===== src/rtc_pkg.sv =====
// ----------------------------------------------------------------------------
// rtc_pkg
// shared constants for the rtc seconds counter register block
// ----------------------------------------------------------------------------
package rtc_pkg;

  // default size of the register region in bytes
  localparam int REGION_BYTES_DEF = 64;

  // item kinds
  localparam logic [1:0] FUNC_READ  = 2'd0;
  localparam logic [1:0] FUNC_WRITE = 2'd1;
  localparam logic [1:0] FUNC_TICK  = 2'd2;

  // access sizes
  localparam logic [1:0] SIZE_BYTE = 2'd0;
  localparam logic [1:0] SIZE_HALF = 2'd1;
  localparam logic [1:0] SIZE_WORD = 2'd2;

  // register byte offsets
  localparam logic [7:0] OFF_CTLRL = 8'h04;
  localparam logic [7:0] OFF_CNTH  = 8'h18;
  localparam logic [7:0] OFF_CNTL  = 8'h1C;
  localparam logic [7:0] OFF_ALRMH = 8'h20;
  localparam logic [7:0] OFF_ALRML = 8'h24;

  // control register flag bits
  localparam logic [15:0] FLAG_SECF  = 16'h0001;
  localparam logic [15:0] FLAG_ALRF  = 16'h0002;
  localparam logic [15:0] FLAG_RSF   = 16'h0008;
  localparam logic [15:0] FLAG_RTOFF = 16'h0020;

endpackage


===== src/rtc_if.sv =====
// ----------------------------------------------------------------------------
// rtc_if
// valid/ready channels for bus requests and read results
// ----------------------------------------------------------------------------
interface rtc_req_if;
  logic        valid;
  logic        ready;
  logic [1:0]  func;
  logic [7:0]  addr;
  logic [1:0]  access_size;
  logic [31:0] write_data;

  modport source (output valid, output func, output addr, output access_size,
                  output write_data, input ready);
  modport sink   (input valid, input func, input addr, input access_size,
                  input write_data, output ready);
endinterface

interface rtc_rsp_if;
  logic        valid;
  logic        ready;
  logic [31:0] read_data;

  modport source (output valid, output read_data, input ready);
  modport sink   (input valid, input read_data, output ready);
endinterface


===== src/rtc_seconds_counter_alarm_regs.sv =====
// ----------------------------------------------------------------------------
// rtc_seconds_counter_alarm_regs
// seconds counter with alarm behind a file of 16-bit shadow registers
// ----------------------------------------------------------------------------
// path: from request beat to result beat through the shadow ram read (stage 1)
//   and then the result register
// throughput: one beat per cycle without back-pressure, set by the shadow ram's
//   separate read and write ports with a bypass for a write to the row being read
// reset: synchronous active-low rst_n clears counter, alarm, running flag,
//   the row valid bits (unwritten rows read zero) and both pipeline valids
// ----------------------------------------------------------------------------
module rtc_seconds_counter_alarm_regs
  import rtc_pkg::*;
#(
  parameter int REGION_BYTES = REGION_BYTES_DEF
) (
  input  logic     clk,
  input  logic     rst_n,
  rtc_req_if.sink  in_bus,
  rtc_rsp_if.source out_bus
);

  // shadow halfwords held in pairs: one 32-bit row per aligned word
  localparam int DEPTH = (REGION_BYTES + 1) / 2;
  localparam int ROWS  = (DEPTH + 1) / 2;
  localparam int ROW_W = (ROWS > 1) ? $clog2(ROWS) : 1;
  localparam logic [8:0] REGION_LIM = 9'(REGION_BYTES);

  // fixed rows of the named registers, each in the low half of its row
  localparam logic [5:0] ROW_CNTH  = OFF_CNTH[7:2];
  localparam logic [5:0] ROW_CNTL  = OFF_CNTL[7:2];
  localparam logic [5:0] ROW_ALRMH = OFF_ALRMH[7:2];
  localparam logic [5:0] ROW_ALRML = OFF_ALRML[7:2];

  // shadow ram and per-row valid bits
  logic [31:0]     mem_r [ROWS];
  logic [ROWS-1:0] row_vld_r;

  // stage 1: request register plus registered ram read
  logic        s1_vld_r;
  logic [1:0]  s1_func_r;
  logic [7:0]  s1_addr_r;
  logic [1:0]  s1_size_r;
  logic [31:0] s1_wdata_r;
  logic [31:0] rd_data_r;
  logic        rd_vld_r;
  logic        byp_r;
  logic [31:0] byp_data_r;

  // timer state and copies of the halfwords used for reloads
  logic [31:0] cnt_r, cnt_nxt;
  logic        run_r, run_nxt;
  logic [31:0] alarm_r, alarm_nxt;
  logic [15:0] cnth_r, cnth_nxt;
  logic [15:0] cntl_r, cntl_nxt;
  logic [15:0] alrmh_r, alrmh_nxt;
  logic [15:0] alrml_r, alrml_nxt;

  // result register
  logic        out_vld_r;
  logic [31:0] out_data_r;

  logic             s1_fire;
  logic             in_fire;
  logic [ROW_W-1:0] in_row;
  logic [ROW_W-1:0] s1_row;
  logic [31:0]      row_cur;
  logic [31:0]      row_new;
  logic             mem_we;
  logic [31:0]      rdata_nxt;

  // stage 1 moves on whenever the result slot is free or being drained
  assign s1_fire      = s1_vld_r && (!out_vld_r || out_bus.ready);
  assign in_bus.ready = !s1_vld_r || s1_fire;
  assign in_fire      = in_bus.valid && in_bus.ready;

  assign in_row = in_bus.addr[ROW_W+1:2];
  assign s1_row = s1_addr_r[ROW_W+1:2];

  // current row: bypassed write, ram data, or zero for a row never written
  assign row_cur = byp_r ? byp_data_r : (rd_vld_r ? rd_data_r : 32'd0);

  always_comb begin
    logic        in_region;
    logic        half_ok;
    logic        word_ok;
    logic [15:0] hv;
    logic [15:0] view;
    logic [15:0] ctlrl;
    logic        at_ctlrl;
    logic        at_cnth;
    logic        at_cntl;
    logic        at_alrmh;
    logic        at_alrml;
    logic [8:0]  word_end;

    in_region = {1'b0, s1_addr_r} < REGION_LIM;
    word_end  = {1'b0, s1_addr_r} + 9'd4;
    half_ok   = in_region && (s1_size_r == SIZE_HALF) && !s1_addr_r[0];
    word_ok   = in_region && (s1_size_r == SIZE_WORD) && (s1_addr_r[1:0] == 2'b00) &&
                (word_end <= REGION_LIM);
    at_ctlrl  = {s1_addr_r[7:1], 1'b0} == OFF_CTLRL;
    at_cnth   = {s1_addr_r[7:1], 1'b0} == OFF_CNTH;
    at_cntl   = {s1_addr_r[7:1], 1'b0} == OFF_CNTL;
    at_alrmh  = s1_addr_r == OFF_ALRMH;
    at_alrml  = s1_addr_r == OFF_ALRML;

    // halfword of the shadow at the even address
    hv = s1_addr_r[1] ? row_cur[31:16] : row_cur[15:0];

    // control register with live flags
    ctlrl = hv | FLAG_RTOFF | FLAG_RSF;
    if (run_r) begin
      ctlrl = ctlrl | FLAG_SECF;
      if ((alarm_r != 32'd0) && (cnt_r >= alarm_r)) begin
        ctlrl = ctlrl | FLAG_ALRF;
      end
    end

    // halfword view with live count applied
    if (at_ctlrl) begin
      view = ctlrl;
    end else if (run_r && at_cnth) begin
      view = cnt_r[31:16];
    end else if (run_r && at_cntl) begin
      view = cnt_r[15:0];
    end else begin
      view = hv;
    end

    rdata_nxt = 32'd0;
    row_new   = row_cur;
    mem_we    = 1'b0;
    cnt_nxt   = cnt_r;
    run_nxt   = run_r;
    alarm_nxt = alarm_r;

    case (s1_func_r)
      FUNC_READ: begin
        if (in_region && (s1_size_r == SIZE_BYTE)) begin
          rdata_nxt = {24'd0, s1_addr_r[0] ? view[15:8] : view[7:0]};
        end else if (half_ok) begin
          rdata_nxt = {16'd0, view};
        end else if (word_ok) begin
          if (s1_addr_r == OFF_CTLRL) begin
            rdata_nxt = {row_cur[31:16], ctlrl};
          end else if (run_r && (s1_addr_r == OFF_CNTH)) begin
            rdata_nxt = cnt_r;
          end else begin
            rdata_nxt = row_cur;
          end
        end
      end
      FUNC_WRITE: begin
        if (in_region && (s1_size_r == SIZE_BYTE)) begin
          mem_we = 1'b1;
          row_new[8*s1_addr_r[1:0] +: 8] = s1_wdata_r[7:0];
        end else if (half_ok) begin
          mem_we = 1'b1;
          row_new[16*s1_addr_r[1] +: 16] = s1_wdata_r[15:0];
        end else if (word_ok) begin
          mem_we  = 1'b1;
          row_new = s1_wdata_r;
        end
      end
      FUNC_TICK: begin
        if (run_r) begin
          cnt_nxt = cnt_r + 32'd1;
        end
      end
      default: begin
      end
    endcase

    // keep the reload copies in step with the shadow
    cnth_nxt  = (mem_we && (s1_addr_r[7:2] == ROW_CNTH))  ? row_new[15:0] : cnth_r;
    cntl_nxt  = (mem_we && (s1_addr_r[7:2] == ROW_CNTL))  ? row_new[15:0] : cntl_r;
    alrmh_nxt = (mem_we && (s1_addr_r[7:2] == ROW_ALRMH)) ? row_new[15:0] : alrmh_r;
    alrml_nxt = (mem_we && (s1_addr_r[7:2] == ROW_ALRML)) ? row_new[15:0] : alrml_r;

    // counter and alarm loads
    if (s1_func_r == FUNC_WRITE) begin
      if (half_ok && (at_cnth || at_cntl)) begin
        cnt_nxt = {cnth_nxt, cntl_nxt};
        run_nxt = 1'b1;
      end
      if (half_ok && (at_alrmh || at_alrml)) begin
        alarm_nxt = {alrmh_nxt, alrml_nxt};
      end
      if (word_ok && (s1_addr_r == OFF_CNTH)) begin
        cnt_nxt = s1_wdata_r;
        run_nxt = 1'b1;
      end
      if (word_ok && at_alrmh) begin
        alarm_nxt = s1_wdata_r;
      end
    end
  end

  // shadow ram: one write and one registered read per cycle
  always_ff @(posedge clk) begin
    if (s1_fire && mem_we) begin
      mem_r[s1_row] <= row_new;
    end
    if (in_fire) begin
      rd_data_r <= mem_r[in_row];
    end
  end

  always_ff @(posedge clk) begin
    if (!rst_n) begin
      row_vld_r <= '0;
      rd_vld_r  <= 1'b0;
      byp_r     <= 1'b0;
    end else begin
      if (s1_fire && mem_we) begin
        row_vld_r[s1_row] <= 1'b1;
      end
      if (in_fire) begin
        rd_vld_r <= row_vld_r[in_row];
        // same-edge write to the row being read
        byp_r    <= s1_fire && mem_we && (s1_row == in_row);
      end
    end
  end

  // request payload and bypass data
  always_ff @(posedge clk) begin
    if (in_fire) begin
      s1_func_r  <= in_bus.func;
      s1_addr_r  <= in_bus.addr;
      s1_size_r  <= in_bus.access_size;
      s1_wdata_r <= in_bus.write_data;
      byp_data_r <= row_new;
    end
  end

  // timer state, copies and pipeline valids
  always_ff @(posedge clk) begin
    if (!rst_n) begin
      s1_vld_r  <= 1'b0;
      out_vld_r <= 1'b0;
      cnt_r     <= 32'd0;
      run_r     <= 1'b0;
      alarm_r   <= 32'd0;
      cnth_r    <= 16'd0;
      cntl_r    <= 16'd0;
      alrmh_r   <= 16'd0;
      alrml_r   <= 16'd0;
    end else begin
      if (in_fire) begin
        s1_vld_r <= 1'b1;
      end else if (s1_fire) begin
        s1_vld_r <= 1'b0;
      end
      if (s1_fire) begin
        out_vld_r <= 1'b1;
        cnt_r     <= cnt_nxt;
        run_r     <= run_nxt;
        alarm_r   <= alarm_nxt;
        cnth_r    <= cnth_nxt;
        cntl_r    <= cntl_nxt;
        alrmh_r   <= alrmh_nxt;
        alrml_r   <= alrml_nxt;
      end else if (out_bus.ready) begin
        out_vld_r <= 1'b0;
      end
    end
  end

  // result payload
  always_ff @(posedge clk) begin
    if (s1_fire) begin
      out_data_r <= rdata_nxt;
    end
  end

  assign out_bus.valid     = out_vld_r;
  assign out_bus.read_data = out_data_r;

endmodule


===== src/flat_wrapper.sv =====
// flat-port wrapper written by rule: the top's interface ports become plain ports
module rtc_seconds_counter_alarm_regs_flat import rtc_pkg::*;
#(
  parameter int REGION_BYTES = REGION_BYTES_DEF
)
  (clk, rst_n, in_bus_valid, in_bus_func, in_bus_addr, in_bus_access_size, in_bus_write_data, in_bus_ready, out_bus_valid, out_bus_read_data, out_bus_ready);
  rtc_req_if in_bus_i ();
  rtc_rsp_if out_bus_i ();
  input  logic clk;
  input  logic rst_n;
  input wire logic [$bits(in_bus_i.valid)-1:0] in_bus_valid;
  input wire logic [$bits(in_bus_i.func)-1:0] in_bus_func;
  input wire logic [$bits(in_bus_i.addr)-1:0] in_bus_addr;
  input wire logic [$bits(in_bus_i.access_size)-1:0] in_bus_access_size;
  input wire logic [$bits(in_bus_i.write_data)-1:0] in_bus_write_data;
  output wire logic [$bits(in_bus_i.ready)-1:0] in_bus_ready;
  output wire logic [$bits(out_bus_i.valid)-1:0] out_bus_valid;
  output wire logic [$bits(out_bus_i.read_data)-1:0] out_bus_read_data;
  input wire logic [$bits(out_bus_i.ready)-1:0] out_bus_ready;
  assign in_bus_i.valid = in_bus_valid;
  assign in_bus_i.func = in_bus_func;
  assign in_bus_i.addr = in_bus_addr;
  assign in_bus_i.access_size = in_bus_access_size;
  assign in_bus_i.write_data = in_bus_write_data;
  assign in_bus_ready = in_bus_i.ready;
  assign out_bus_valid = out_bus_i.valid;
  assign out_bus_read_data = out_bus_i.read_data;
  assign out_bus_i.ready = out_bus_ready;
  rtc_seconds_counter_alarm_regs #(.REGION_BYTES(REGION_BYTES)) u_core (.clk(clk), .rst_n(rst_n), .in_bus(in_bus_i), .out_bus(out_bus_i));
endmodule

===== config.mk =====
export PLATFORM = sky130hd
export DESIGN_NAME = rtc_seconds_counter_alarm_regs_flat
export DESIGN_NICKNAME = d
export VERILOG_FILES = /design/src/rtc_pkg.sv /design/src/rtc_if.sv /design/src/rtc_seconds_counter_alarm_regs.sv /design/src/flat_wrapper.sv
export SDC_FILE = /design/constraint.sdc
export NUM_CORES = 1
export LEC_CHECK = 0
export BUFFER_PORTS_ARGS = -buffer_cell sky130_fd_sc_hd__buf_4
export CORE_MARGIN = 4
export CORE_UTILIZATION = 45
export DETAILED_ROUTE_END_ITERATION = 6
export GPL_TIMING_DRIVEN = 0
export MAX_ROUTING_LAYER = met4
export PLACE_DENSITY_LB_ADDON = 0.05
export SLEW_MARGIN = 40
export SYNTH_ARGS = -nofsm -noshare
export SYNTH_HDL_FRONTEND = slang
export SYNTH_SLANG_ARGS = --single-unit

===== constraint.sdc =====
create_clock -name clk -period 11.5 [get_ports clk]
set_input_delay 2.3 -clock clk [delete_from_list [all_inputs] [get_ports clk]]
set_output_delay 2.3 -clock clk [all_outputs]
set_load 0.05 [all_outputs]

; ---- After elaboration in Yosys (flattened, before gate mapping)
; Memories as Yosys holds them, arrays and structs flattened. A register that Yosys moved wholly into a read port is not among the register bits.
; Cells that the tools add are included.
[classes]
add_sub_neg = 4
multipliers = 0
n_div = 0
n_lt_le_gt_ge = 6
eq_ne = 16
n_shift = 4
mux = 47
bitwise = 3
n_reduce_logical = 42
[op_table]
columns = op, n
row1 = 32-bit two-way mux, 15
row2 = 16-bit two-way mux, 10
row3 = 5-bit negation with 34-bit output, 2
row4 = 32-bit bitwise mux, 2
row5 = "16-bit by 34-bit variable shift with 32-bit output, first input constant", 1
row6 = "8-bit by 34-bit variable shift with 32-bit output, first input constant", 1
row7 = 16-bit by 34-bit variable part select with 32-bit output, 1
row8 = 8-bit by 34-bit variable part select with 32-bit output, 1
row9 = "32-bit by 1-bit adder with 32-bit output, second input constant", 1
row10 = 32-bit >= comparator, 1
row11 = 32-bit nonzero test, 1
row12 = 1-bit logical AND, 23
row13 = "8-bit by 6-bit == test with 1-bit output, second input constant", 2
row14 = 8-bit two-way mux, 2
row15 = 16-bit OR, 1
row16 = "7-bit by 4-bit == test with 1-bit output, second input constant", 2
row17 = 1-bit two-way mux, 14
row18 = "6-bit by 3-bit == test with 1-bit output, second input constant", 2
row19 = "6-bit by 4-bit == test with 1-bit output, second input constant", 2
row20 = "4-bit by 5-bit less-than comparator with 1-bit output, second input constant", 2
row21 = "8-bit by 3-bit adder with 9-bit output, second input constant", 1
row22 = "9-bit by 7-bit less-or-equal comparator with 1-bit output, second input constant", 1
row23 = "8-bit by 3-bit == test with 1-bit output, second input constant", 1
row24 = "8-bit by 5-bit == test with 1-bit output, second input constant", 1
row25 = 17 further kinds, 32
[totals]
register_bits = 257
latchBits = 0
mem_bits_rw = 512
rom_bits = 0
out_inout_bits = 34
wordCells = 143
memories = 1
[mem_list]
columns = memory, words, word_bits, rd, rd_ports_with_merged_regs, write_ports, line
row1 = u_core.mem_r, 16, 32, 1, 1, 1, rtc_seconds_counter_alarm_regs.sv:36  ; logic [31:0] mem_r [ROWS];

; ---- Longest topological paths before layout
[depth]
word_depth = 13
ltp_mapped = 14

; ---- Worst setup path after synthesis
; Ideal clock, no wire load.
[synth_path]
path_type = input-to-reg
startpoint = input port out_bus_ready
endpoint = memory u_core.mem_r[8][0] (enable)
setup_ns = 0.463
arrival_time_ns = 5.361
required_ns = 11.037
setup_slack_ns = 5.676
stages = 5
path_buffers = 1
cell_sequence = nand2b_1 > nand2_1 > clkbuf_1 > or3_1 > nor3_1
[synth_between]
elab_chain_len = 5
[synth_rtl]
columns = item, line
row1 = start: declaration, flat_wrapper.sv:19  ; input wire logic [$bits(out_bus_i.ready)-1:0] out_bus_ready;
row2 = 1-bit logical OR, rtc_seconds_counter_alarm_regs.sv:73  ; assign s1_fire = s1_vld_r && (!out_vld_r || out_bus.ready);
row3 = 1-bit logical AND, rtc_seconds_counter_alarm_regs.sv:73
row4 = 1-bit logical AND, rtc_seconds_counter_alarm_regs.sv:202  ; if (s1_fire && mem_we) begin
row5 = 1-bit two-way mux, rtc_seconds_counter_alarm_regs.sv:202
row6 = 1-bit two-way mux (implied by the code), rtc_seconds_counter_alarm_regs.sv:203  ; mem_r[s1_row] <= row_new;
row7 = end: declaration, rtc_seconds_counter_alarm_regs.sv:36
; No other way between the ends.

; ---- Final worst setup path
[layout_path]
startpoint = register u_core.s1_addr_r[1]
endpoint = register u_core.cnt_r[0]
[layout_lines]
columns = item, line
row1 = start: declaration, rtc_seconds_counter_alarm_regs.sv:42  ; logic [7:0] s1_addr_r;
row2 = start signal: assignment, rtc_seconds_counter_alarm_regs.sv:231  ; s1_addr_r <= in_bus.addr;
row3 = "parallel branches: the longest is 6 deep, another holds 8-bit by 3-bit adder with 9-bit output", --
row4 = 32-bit two-way mux *, rtc_seconds_counter_alarm_regs.sv:155  ; if (in_region && (s1_size_r == SIZE_BYTE)) begin
row5 = 32-bit two-way mux *, rtc_seconds_counter_alarm_regs.sv:138  ; case (s1_func_r)
row6 = via u_core.row_new[0], rtc_seconds_counter_alarm_regs.sv:68  ; logic [31:0] row_new;
row7 = 16-bit two-way mux *, rtc_seconds_counter_alarm_regs.sv:177  ; cntl_nxt = (mem_we && (s1_addr_r[7:2] == ROW_CNTL)) ? row_new[15:0] : cntl_r;
row8 = 32-bit two-way mux *, rtc_seconds_counter_alarm_regs.sv:183  ; if (half_ok && (at_cnth || at_cntl)) begin
row9 = 32-bit two-way mux *, rtc_seconds_counter_alarm_regs.sv:190  ; if (word_ok && (s1_addr_r == OFF_CNTH)) begin
row10 = 32-bit two-way mux *, rtc_seconds_counter_alarm_regs.sv:182  ; if (s1_func_r == FUNC_WRITE) begin
row11 = end signal: assignment, rtc_seconds_counter_alarm_regs.sv:258  ; cnt_r <= cnt_nxt;
row12 = end: declaration, rtc_seconds_counter_alarm_regs.sv:51  ; logic [31:0] cnt_r, cnt_nxt;
; Mark *: on every way through the listed nets, which the timed path passes.
; A chain may end at the register's enable or synchronous reset.

==> results.env <==
RESULT_OF_THE_RUN='finished, final reports clean'
HOLD_CLASS='flip-flop to flip-flop'
POWER.DENSITY_CELL_AREA_mW_PER_MM2=149
DRCVIOLATIONCOUNT=0
ARRIVAL_NS=6.01
CAP_VIOL_MAX_COUNT=0
DRT_FIRST_ITER_VIOLATIONS=2553
SYNTHESIS.INSTANCES=2409
HOLD_VIOL=0
FIRST_GLOBAL_VIAS=23400
RELSLEWSLACK_PCT=39.5
CRIT_PATH_MAX_INCR_DELAY_NS=0.69
PLACE.GP.CONGESTION=0.972
CELL_TAKING_THE_MOST_AREA_AFTER_SYNTHESIS='edfxtp_1'
SYNTH_TOP_FAMILY_BY_AREA='compound AO/OA/AOI/OAI gates'
LAYOUT_WORST_PATH_CYCLE_SHARE_PCT=47.8
FLOORPLAN.DIE_AREA_MM2=0.0825
CLOCK_SINKS=801
CRITICAL_PATH_PEAK_FANOUT=20
SYNTH_EDF_COUNT=652
SYN_AVG_CELL_AREA_UM2=14.6
FINALNETCOUNT=2740
REGAREA_MM2=0.0226
SYNTHTOPCELLSBYAREA='edfxtp_1 (56%), mux4_2 (11%), dfxtp_1 (8.5%)'
NUMBER_OF_PORT_BUFFERS=81
SYNTH.TOP_CELLS.BY_COUNT='edfxtp_1 (652), nor2_1 (184), mux4_2 (165)'
IRDROPWORSTVDD_uV=129
MAX-CLOCK-PATH-BUFFERS=3
CRITICAL-PATH-SLOWEST-CELL='clkbuf_1'
MIN_DELAY_WORST_ENDPOINT='u_core.row_vld_r[15]'
SYNTH_SIMPLE_GATE_AREA_SHARE_PCT=7.36
P_LEAK_nW=12.6
CORE.ROWCOUNT=102
CLKSLEWWORSTSETUPHOLDPATHS_NS=0.06
CLOCK-SKEW-FINAL_NS=0.0381
PERIOD_NEEDED_NS=5.50
WORST_EP_REQUIRED_TIME_NS=12.00
SYNTHTOLAYOUTAREAGROWTH_PCT=17.7
SYNTH-COMPOUND-AREA-SHARE_PCT=12.3
MAXIMUM_NUMBER_OF_PINS_ON_ONE_NET_BEFORE_GLOBAL_ROUTE_REPAIR=65
CORE_REGION_AREA_MM2=0.0773
TRITONCTS='yes'
SETUP.WORST_PATH.END_CLASS='flip-flop'
WIRE_PER_INST_UM=34.2
CTS_BUFFERS=85
FRACTION_OF_FINAL_LAYOUT_CELLS_SIZED_BEYOND_DRIVE_STRENGTH_1_PCT=22.3
CTS_HOLD_BUF=0
GLOBALROUTETOTALUTIL_PCT=31.9
SYNTH-WARNING-COUNT=0
DRT_FIRST_PASS_ITERS=6
GRT_FIRST_PASS_WIRELENGTH_UM=179000
SYNTHMUXAREASHARE_PCT=11.9
CLOCK_LATENCY_NS=0.66
FMAXACHIEVABLE_MHz=182
VIASPERCELL=6.40
POST_SYNTH_XOR_AREA_FRACTION_PCT=0.200
WORSTSETUPSTARTPOINTTYPE='flip-flop'
ROUTE.VIAS.TOTAL=24100
YS_DOMINANT_REG_CELL='edfxtp_1'
WORST_HOLD_STARTPOINT='u_core.row_vld_r[15]'
FLOORPLAN.DIE.HEIGHT_UM=287
CTS_REPAIR_RESIZE_COUNT=0
START_UTIL_PCT=45.4
NETLIST_AREA_MM2=0.0351
DP_HPWL_UM=95200
CTSROOTBUFFERMASTER='clkbuf_16'
SYNTH_ASYNC_SR_FLOP_SHARE_PCT=0
SYNTHMOSTINSTANTIATEDCELL='edfxtp_1'
SUM_NEG_SETUP_SLACK_NS=0
YOSYS.AREA.TOP_TYPE_SHARE_PCT=55.8
GRT.OVERFLOW.TOTAL=0
WORST_R2R_STARTPOINT='u_core.s1_addr_r[1]'
IO-PIN-COUNT=82
RRSETUPSLACK_NS=6.00
POST_CTS_BUFFERS=0
FILLERINSTANCES=6472
SYNTH_CELL_TYPES=94
HTREEDEPTH=3
RSZ_0062_RAISED_AFTER_GLOBAL_ROUTING='no'
HOLDWS_NS=0.467
SYNTH_SEQ_CELLS=801
SYNTHADDERAREAFRAC_PCT=1.35
FINAL_MAX_SLEW_VIOL_COUNT=0
GRT_ANTENNA_BEFORE_REPAIR=2
TOTAL_AREA_OF_MULTI_INPUT_COMBINATIONAL_CELLS_MM2=0.0120
CRITICAL_PATH_CLASS='flip-flop to flip-flop'
CRIT_PATH_CELL_TRACE='buf_2 > inv_1 > buf_1 > clkbuf_1 > ha_1 > buf_2 > nor2b_1 > nor2_1 > nor3_4 > nor2_1 > a21oi_2 > inv_1 > o21ai_0 > a31oi_1'
FLOORPLAN.DIE.WIDTH_UM=287
YOSYSSEQAREASHARE_PCT=64.3
SETUP_VIOL=0
SYNTHESIS.NETS=2495
WORST_R2R_PATH_DEPTH=14
POSTROUTEANTENNANETS=0
HOLD_DEPTH=1
MAX_SLEW.WORST_PIN.SLEW_NS=0.907
ROUTED_WIRELENGTH_UM=129000
RR_ENDPOINT='u_core.cnt_r[0]'
[critical path, delay by kind of cell, from the launching register on]
kind,cells,cell delay [ns]
simple gates,4,1.24
flops,1,0.48
fa+ha+maj,1,0.36
buf+inv,6,2.30
compound gates,3,0.93
[power by group]
group | internal (mW) | switching, mW
clock network | 1.55 | 1.16
logic | 0.0807 | 0.172
registers | 3.13 | 0.0430
[cell families (layout without fill, tap and decap cells)]
logic type | Yosys count | after routing
flops | 801 | 801
compound gates | 593 | 593
simple gates | 526 | 526
buf+inv | 233 | 547
mux | 210 | 210
fa+ha+maj | 38 | 38
xor+xnor | 8 | 8
other cells | 0 | 1
[worst max-delay path by stage]
stage	startpoint	endpoint	slack, ns	cells after the start
final	u_core.s1_addr_r[1]	u_core.cnt_r[0]	6.00	14
after global routing	u_core.s1_addr_r[1]	u_core.mem_r[12][7]	5.86	14
after CTS	u_core.s1_addr_r[1]	u_core.cnt_r[15]	6.07	14
after detailed placement	u_core.s1_addr_r[1]	u_core.cnt_r[15]	6.10	14
after global placement	out_bus_ready	u_core.mem_r[12][9]	1.92	7
after floorplan	out_bus_ready	u_core.mem_r[8][0]	5.68	5
[state kept, by name, indices dropped and copies added, names as in the netlist]
| signal | count |
|---|---|
| u_core.cnth_r | 16 |
| u_core.s1_addr_r | 8 |
| u_core.s1_wdata_r | 32 |
| u_core.s1_func_r | 2 |
| u_core.s1_vld_r | 1 |
| u_core.byp_data_r | 32 |
| u_core.cnt_r | 32 |
| u_core.out_bus.valid | 1 |
| u_core.out_bus.read_data | 32 |
| u_core.run_r | 1 |
| u_core.mem_r | 512 |
| u_core.s1_size_r | 2 |
| u_core.byp_r | 1 |
| u_core.cntl_r | 16 |
| u_core.row_vld_r | 16 |
| u_core.alarm_r | 32 |
| u_core.alrmh_r | 16 |
| u_core.rd_data_r | 32 |
| u_core.alrml_r | 16 |
| u_core.rd_vld_r | 1 |
[stage by stage]
stage          cell area (um2)  power [mW]  utilization (%)  cells  setup slack, ns
4_1_cts                  41200        6.19             53.3   3756             6.07
3_5_place_dp             38400        3.49             49.7   3600             6.10
5_1_grt                  41300        6.32             53.4   3764             5.86
3_3_place_gp             37000        3.48             47.8   3530             1.92
2_1_floorplan            35100        3.35                -   2409             5.68
6_report                 41300        6.14             53.4   3764             6.00
[layer usage]
metal	track usage [%]	vias to the layer above	part of all wire, %
met5	-	-	0
met4	15.2	0	5.9
met3	5.51	328	6.6
met2	50.2	1058	48
met1	40.5	12500	40
li1	-	10200	-
[cells in the final DEF (no fill, tap or decap), drive strengths merged, types with 5 or more instances in the layout]
cell and instances:
or4 8, mux2i 41, and2 9, nor4 23
or3 13, nor3 45, a211oi 88, a22o 15
a221o 9, nor2 186, nand2b 17, a2bb2oi 7
clkinv 33, bufinv 5, ha 38, nand4 26
o22ai 19, a31o 6, and3 12, inv 69
a22oi 53, o21ai 80, xnor2 6, and4 6
mux4 165, a221oi 46, nand2 118, a211o 11
clkbuf 222, buf 217, o221ai 18, edfxtp 652
a31oi 25, a21o 22, nand3 36, o211ai 25
o21a 29, nand3b 8, a21oi 100, dfxtp 149
[layout make-up]
type	instances	area share, %
Antenna cell	1	0.00606
Buffer	168	1.76
Clock buffer	113	5.63
Clock inverter	43	1.09
Inverter	65	0.609
Multi-Input combinational cell	1375	29.0
Sequential cell	801	54.6
Tap cell	1040	3.15
Timing Repair Buffer	158	4.12
(Power assumes the default switching activity.)
